File: src/design/assert_macros.svh
// assertion helpers
`ifndef ASSERT_MACROS_SVH
`define ASSERT_MACROS_SVH
`define ASSERT_CLK(lbl, clk, rst, prop) \
   lbl: assert property (@(posedge clk) disable iff (rst) prop) else $error("assertion failed");
`define ASSERT_ALWAYS(lbl, clk, prop) \
   lbl: assert property (@(posedge clk) prop) else $error("assertion failed");
`endif

File: src/design/tqe_pkg.sv
//------------------------------------------------------------------------------
// tqe_pkg
// Shared types and codes of the timer queue engine.
//------------------------------------------------------------------------------
package tqe_pkg;
   typedef enum logic [1:0] {
      REQ_ARM = 2'd0, REQ_CANCEL = 2'd1, REQ_TICK = 2'd2, REQ_SET = 2'd3
   } req_type_type;
   localparam logic [2:0] EV_ARMED   = 3'd0;
   localparam logic [2:0] EV_CANCEL  = 3'd1;
   localparam logic [2:0] EV_EXPIRED = 3'd2;
   localparam logic [2:0] EV_TICK    = 3'd3;
   localparam logic [2:0] EV_SET     = 3'd4;
   localparam logic [19:0] INC_RESET = 20'd100;
   localparam logic [63:0] SIGN64 = 64'h8000_0000_0000_0000;
   typedef struct packed {
      logic [2:0]  kind;
      logic [4:0]  tmr;
      logic        cb;
      logic        wa;
      logic        last;
   } ev_type;
endpackage

File: src/design/tqe_cmp.sv
//------------------------------------------------------------------------------
// tqe_cmp
// Shared compare unit: one candidate against the best and against now.
//------------------------------------------------------------------------------
module tqe_cmp (
   input  logic [63:0] cand_due,
   input  logic [31:0] cand_ord,
   input  logic [63:0] best_due,
   input  logic [31:0] best_ord,
   input  logic        best_ok,
   input  logic [63:0] now,
   output logic        is_due,
   output logic        better
);
   logic [63:0] cx, bx, nx;
   assign cx = cand_due ^ tqe_pkg::SIGN64;
   assign bx = best_due ^ tqe_pkg::SIGN64;
   assign nx = now ^ tqe_pkg::SIGN64;
   assign is_due = cx <= nx;
   assign better = !best_ok || (cx < bx) || ((cx == bx) && (cand_ord < best_ord));
endmodule
File: config.mk
export PLATFORM = sky130hd
export DESIGN_NAME = tqe_cmp
export DESIGN_NICKNAME = d
export VERILOG_FILES = /design/src/design/assert_macros.svh /design/src/design/tqe_pkg.sv /design/src/design/tqe_cmp.sv
export SDC_FILE = /design/constraint.sdc
export NUM_CORES = 1
export LEC_CHECK = 0
export BUFFER_PORTS_ARGS = -buffer_cell sky130_fd_sc_hd__buf_2
export CAP_MARGIN = 30
export CORE_ASPECT_RATIO = 0.7
export CORE_MARGIN = 2
export CORE_UTILIZATION = 30
export DETAILED_ROUTE_END_ITERATION = 10
export PLACE_DENSITY_LB_ADDON = 0.12
export SLEW_MARGIN = 5
export SYNTH_ARGS = -nofsm -noshare
export SYNTH_HDL_FRONTEND = slang
export SYNTH_SLANG_ARGS = --single-unit
File: constraint.sdc
create_clock -name vclk -period 3.4
set_clock_uncertainty 0.1 [all_clocks]
set_input_delay 0.68 -clock vclk [all_inputs]
set_output_delay 0.68 -clock vclk [all_outputs]
set_load 0.01 [all_outputs]
After elaboration in Yosys (flattened, before gate mapping). Cells that the tools add are included.

$lt $le $gt $ge: 3. Equal/unequal tests: 1. Bitwise logic cells: 3. Reduce and logical (&&, ||, !) cells: 4.

Operators with widths (number): $eq A64 B64 Y1 (1); $le A64 B64 Y1 (1); $lt A64 B64 Y1 (1); $lt A32 B32 Y1 (1); $not A1 Y1 (3); $logic_or A1 B1 Y1 (2); $logic_and A1 B1 Y1 (1); $logic_not A1 Y1 (1).

Flip-flop bits (word level): 0. Input bits: 257. Logic and storage cells: 11.

Depth between registers and ports, before layout. Gate-level depths: netlist (run 1).

Depth after elaboration: 4. Mapped depth: 8. Depth with buffers taken out: 8.

Least setup slack after synthesis (run 1). No wires, ideal clock.

Kind: input to output. From: input best_due[15]. To: output better. Arrival time: 2.210 ns. Required time: 2.620 ns. Slack: 0.410 ns. Stages on the path: 8. Buffers on the path: 0. Cells stage by stage: inv_1 > ha_1 > nand4_2 > nor3_2 > a21boi_1 > or4_4 > a221oi_2 > a211o_1.

Longest elaborated chain between the ends: 3.

Ends and longest elaborated chain: from (decl) (line tqe_cmp.sv:8) `input logic [63:0] best_due,`; $lt A64 B64 Y1 / $eq A64 B64 Y1 (equally long branches) (line tqe_cmp.sv:20) `assign better = !best_ok || (cx < bx) || ((cx == bx) && (cand_ord < best_ord));`; $logic_or A1 B1 Y1 / $logic_and A1 B1 Y1 (equally long branches) (line tqe_cmp.sv:20); $logic_or A1 B1 Y1 (*) (line tqe_cmp.sv:20); to (decl) (line tqe_cmp.sv:13) `output logic better`.

Mark *: on every way between the ends. The rest lies on a longest branch, timed or not.

Worst setup path after layout (run 1).
From: input cand_due[61]. To: output better.

Longest elaborated chain between the ends: 3.

Ends and longest elaborated chain: from (decl) (line tqe_cmp.sv:6) `input logic [63:0] cand_due,`; $lt A64 B64 Y1 / $eq A64 B64 Y1 (equally long branches) (line tqe_cmp.sv:20); $logic_or A1 B1 Y1 / $logic_and A1 B1 Y1 (equally long branches) (line tqe_cmp.sv:20); $logic_or A1 B1 Y1 (*) (line tqe_cmp.sv:20).

Marks and branches as above.

==> results of run 1 <==
-- power by group through the flow --
stage	Sequential (mW)	Combinational (mW)	Clock, mW
after floorplan	0	0.335	0
after global placement	0	0.588	0
after detailed placement	0	0.601	0
after CTS	0	0.605	0
after global routing	0	0.697	0
final	0	0.599	0.0000000393
-- final cells by class --
| cell class | count | area (µm²) | area share (%) |
|---|---|---|---|
| antenna | 1 | 2.502 | 0.04441 |
| inverter | 164 | 615.6 | 10.93 |
| tap | 185 | 231.5 | 4.108 |
| timing repair buffer | 265 | 1341 | 23.81 |
| multi-input combinational | 398 | 3443 | 61.11 |
-- per-layer routing --
layer / vias up / part of all wire [%] / track usage (%)
li1: 2503 / - / -
met1: 1947 / 47 / 21.48
met2: 152 / 45 / 31.36
met3: 6 / 7.4 / 2.459
met4: 2 / 0.28 / 0.4570
met5: - / 0.10 / 0
-- synth_stat cells (2+ instances only) --
cell type    n
nand4_2      2
a21oi_1     57
a31oi_1      2
nand2b_1     2
o21a_1       3
nand2_1     31
ha_1       159
a21o_1      18
o211ai_1     6
a211oi_1     6
inv_1      164
a211o_1      3
and4_1       2
nor4_1       3
nor2_1      14
nand4_1     29
a221oi_1     2
o21ai_0     15
nor3_1       4
nand3_1     13
o221ai_1     3
a21boi_0     2
-- worst paths after layout --
check	cells after the start	endpoint	slack (ps)	startpoint
min	4	better	1620	best_ok
max	9	better	80	cand_due[61]
-- kinds of logic (layout without fill, tap and decap cells) --
family                   Yosys count  after routing  synth area share (%)
AO/OA/AOI/OAI                    131            131                 20.64
adder cells (fa/ha/maj)          159            159                 49.20
buffers and inverters            164            429                 15.22
other                              0              1                     0
AND/OR/NAND/NOR                  108            108                 14.94
-- metrics by stage --
stage	setup slack, ps	TNS (ps)	area (µm²)	instances
global placement	66.87	0	5602	1010
finish	77.95	0	5634	1013
global route	-0.8515	-0.8515	5632	1012
detailed placement	-5.820	-5.820	5602	1010
CTS	10.63	0	5603	1010
floorplan	410.2	0	4044	562
-- what timing repair did --
action | in CTS | in global routing
gates resized for setup | 1 | 4
pin swaps | 0 | 3
endpoints found under the setup margin | 1 | 2
buffers inserted | 0 | 2
-- placed cells by master, fill, tap and decap left out, drive strengths merged, types with 2 or more instances in the layout --
master,netlist,layout
a211oi,6,6
inv,164,164
a211o,3,3
o221ai,3,3
buf,0,265
o21ai,17,17
a21o,18,18
nand2,31,31
a221oi,3,3
a21boi,3,3
a31oi,2,2
nand3,13,13
a21oi,57,57
and4,2,2
o21a,3,3
o211ai,7,7
nor4,5,5
ha,159,159
nor2b,2,2
nor3,5,5
nand4,31,31
nand2b,2,2
nor2,14,14
==> flow_metrics.env, run 1 <==
export IMPL_yosys_warnings=0
export IMPL_holdWs_ps=1619
export IMPL_switchingPower_uw=297.4
export IMPL_path_max_fanout=3
export IMPL_vias_per_cell=4.551
export IMPL_path_cells="buf_2 > ha_1 > nand4_1 > nor4_4 > and4_4 > and3_4 > a221oi_2 > a211o_1 > buf_2"
export IMPL_antenna_found_initial=2
export IMPL_routabilityCongestion=0.8704
export IMPL_slew_limit_headroom_pct=63.40
export IMPL_start_util_pct=30.68
export IMPL_required_ps=2620
export IMPL_synth_cells=562
export IMPL_combPwrFrac_pct=100.0
export IMPL_fin_util_pct=42.74
export IMPL_overflow=0
export IMPL_fmax_ghz=0.3010
export IMPL_die_x_um=142.8
export IMPL_synth_seq_area_share_pct=0
export IMPL_switching_share_pct=49.67
export IMPL_start_kind="input pin"
export IMPL_row_count=35
export IMPL_clockBufferCount=0
export IMPL_grt_pass1_wl_um=20090
export IMPL_vdd_ir_drop_worst_uv=39.31
export IMPL_setup_violations=0
export IMPL_nets=1245
export IMPL_die_area_mm2=0.01444
export IMPL_hold_violations=0
export IMPL_min_path_type="in2out"
export IMPL_via_count=4610
export IMPL_power_uw=598.8
export IMPL_seq_area_um2=0
export IMPL_cp_slowest_cell="nor4_4"
export IMPL_port_buffers=259
export IMPL_layout_min_cycle_time_ps=3322
export IMPL_critical_path_arrival_ps=2540
export IMPL_first_pass_iters=4
export IMPL_period_share_pct=97.71
export IMPL_clock_power_share_pct=0
export IMPL_drc_errors=0
export IMPL_synthTopCellsByArea="ha_1 49%, inv_1 15%, a21oi_1 7.1%"
export IMPL_powerDensity_mw_per_mm2=106.3
export IMPL_slew_viol_final=0
export IMPL_yosys_area_top_type="ha_1"
export IMPL_crit_buf_inv=2
export IMPL_pwr_share_seq_pct=0
export IMPL_internal_power_uw=301.4
export IMPL_end_kind="primary output"
export IMPL_core_area_mm2=0.01318
export IMPL_syn_num_nets=978
export IMPL_ant_nets=0
export IMPL_seq_cell_count=0
export IMPL_synth_top_area_share_pct=49.20
export IMPL_cap_violations=0
export IMPL_max_slew_worst_pin_slew_ps=545.6
export IMPL_fillers=1406
export IMPL_grt_max_degree=5
export IMPL_synth_area_per_cell_um2=7.196
export IMPL_grt_pass1_vias=4669
export IMPL_io_pins=259
export IMPL_power_leakage_nw=3.645
export IMPL_wl_per_cell_um=12.66
export IMPL_drt_iter0_markers=73
export IMPL_crit_family="simple AND/OR/NAND/NOR gates"
export IMPL_dp_hpwl_um=12400
export IMPL_track_usage_pct=16.70
export IMPL_ys_types=44
export IMPL_synthToLayoutAreaGrowth_pct=39.33
export IMPL_cpPeakStageDelay_ps=330
export IMPL_postRouteWirelength_um=12830
export IMPL_criticalPathCategory="in2out"
export IMPL_drive_gt1_share_pct=33.74
export IMPL_postCtsHoldBufs=0
export IMPL_syn_cell_area_mm2=0.004044
export IMPL_die_height_um=101.1
export IMPL_outcome="finished clean"
export IMPL_crit_top_cell="buf_2"
(Power assumes the default switching activity.)
==> run 2, diff against run 1 <==
Settings changed: BUFFER_PORTS_ARGS -buffer_cell sky130_fd_sc_hd__buf_2 to -buffer_cell sky130_fd_sc_hd__buf_4, GPL_TIMING_DRIVEN set to 0.
==> run 2 against run 1 <==
Worst hold slack lost 3.7 ps; final cell count shrank 0.49%; first-iteration DRC count decreased by 27%; largest cell class unchanged; critical path type unchanged; setup slack lost 4.1 ps; critical endpoint unchanged; combinational power rose by 18%; utilization is 6.3 points higher; total power is 18% higher.
==> flow_metrics.env, run 2 (synthesized netlist as in run 1, its figures left out) <==
export IMPL_vdd_ir_drop_worst_uv=46.01
export IMPL_overflow=0
export IMPL_via_count=4629
export IMPL_first_pass_iters=4
export IMPL_io_pins=259
export IMPL_setup_violations=0
export IMPL_cap_violations=0
export IMPL_max_slew_worst_pin_slew_ps=585.3
export IMPL_layout_common_cells="244 x buf_4, 156 x inv_1, 150 x ha_1"
export IMPL_hold_violations=0
export IMPL_holdWs_ps=1615
export IMPL_seq_area_um2=0
export IMPL_grt_pass1_wl_um=20820
export IMPL_vias_per_cell=4.592
export IMPL_wl_per_cell_um=13.28
export IMPL_end_kind="primary output"
export IMPL_cpPeakStageDelay_ps=320
export IMPL_rsz0062_at_grt="true"
export IMPL_period_share_pct=97.83
export IMPL_final_common_cell="buf_4"
export IMPL_row_count=35
export IMPL_fillers=1314
export IMPL_criticalPathCategory="in2out"
export IMPL_fin_setup_tns_ps=0
export IMPL_postRouteWirelength_um=13380
export IMPL_num_antenna_cells=0
export IMPL_path_max_fanout=3
export IMPL_routabilityCongestion=0.9069
export IMPL_synthToLayoutAreaGrowth_pct=59.72
export IMPL_start_util_pct=30.68
export IMPL_fmax_ghz=0.3006
export IMPL_nets=1241
export IMPL_powerDensity_mw_per_mm2=109.3
export IMPL_slew_limit_headroom_pct=60.62
export IMPL_die_area_mm2=0.01444
export IMPL_layout_min_cycle_time_ps=3326
export IMPL_die_x_um=142.8
export IMPL_required_ps=2620
export IMPL_cp_slowest_cell="nor4_4"
export IMPL_multi_input_comb_area_mm2=0.003565
export IMPL_grt_max_degree=5
export IMPL_drc_errors=0
export IMPL_port_buffers=259
export IMPL_core_area_mm2=0.01318
export IMPL_path_cells="buf_8 > ha_4 > nand4_1 > nor4_4 > and4_4 > and3_4 > a221oi_2 > a211o_1 > buf_6"
export IMPL_grt_pass1_vias=4620
export IMPL_slew_viol_final=0
export IMPL_drt_iter0_markers=53
export IMPL_start_kind="input pin"
export IMPL_min_path_type="in2out"
export IMPL_outcome="finished clean"
export IMPL_antenna_found_initial=0
export IMPL_seq_cell_count=0
export IMPL_dp_hpwl_um=12590
export IMPL_die_height_um=101.1
export IMPL_drive_gt1_share_pct=35.48
export IMPL_power_leakage_nw=3.864
export IMPL_ant_nets=0
export IMPL_clockBufferCount=0
export IMPL_critical_path_arrival_ps=2550
export IMPL_track_usage_pct=17.25
run 2: cell types whose count changed in the layout (fill, tap and decap cells not counted), moves of 8 or more:
cell,delta
inv_4,+8
buf_6,+16
ha_1,-9
ha_4,+9
buf_2,-259
buf_4,+238
inv_1,-8
run 2: metrics by stage:
| stage | worst slack [ps] | area [µm²] | cells | util, % | total power, mW |
|---|---|---|---|---|---|
| finish | 73.86 | 6459 | 1008 | 49.00 | 0.7062 |
| CTS | 13.30 | 6226 | 1006 | 47.23 | 0.6825 |
| global route | -42.20 | 6459 | 1008 | 49.00 | 0.8065 |
| global placement | -82.60 | 6220 | 1006 | 47.19 | 0.6576 |
| floorplan | 410.2 | 4044 | 562 | - | 0.3353 |
| detailed placement | -109.4 | 6220 | 1006 | 47.19 | 0.6779 |
run 2: final timing paths:
kind,from,to,slack (ps),depth (start not counted)
worst max-delay path,cand_due[61],better,70,9
worst min-delay path,best_ok,better,1610,4
run 2: worst max-delay path, delay by kind of cell:
family / cells / cell delay (ps)
AO/OA/AOI/OAI: 2 / 370
adder cells (fa/ha/maj): 1 / 260
buffers and inverters: 2 / 230
AND/OR/NAND/NOR: 4 / 1010
run 2: metal layers:
layer	vias up	part of all wire, %	global-route usage, %
met4	0	0.71	1.295
met3	8	8.3	3.215
li1	2488	-	-
met1	1964	45	22.84
met2	169	46	30.62
met5	-	0	0
run 2: where the power goes:
group,internal [mW],switching [mW]
combinational,0.401,0.305
sequential,0,0
clock,0,0
total,0.401,0.305
run 2: final cells by class:
type               count  area share (%)
inverters            164           9.841
repair buffers       261           31.38
well taps            185           3.584
multi-input cells    398           55.19
run 2: timing repair:
item	CTS	global route
buffers inserted	0	2
resized for setup	1	47
endpoints found under the setup margin	1	1
cloned	0	0
pin swaps	0	17
hold buffers	0	0
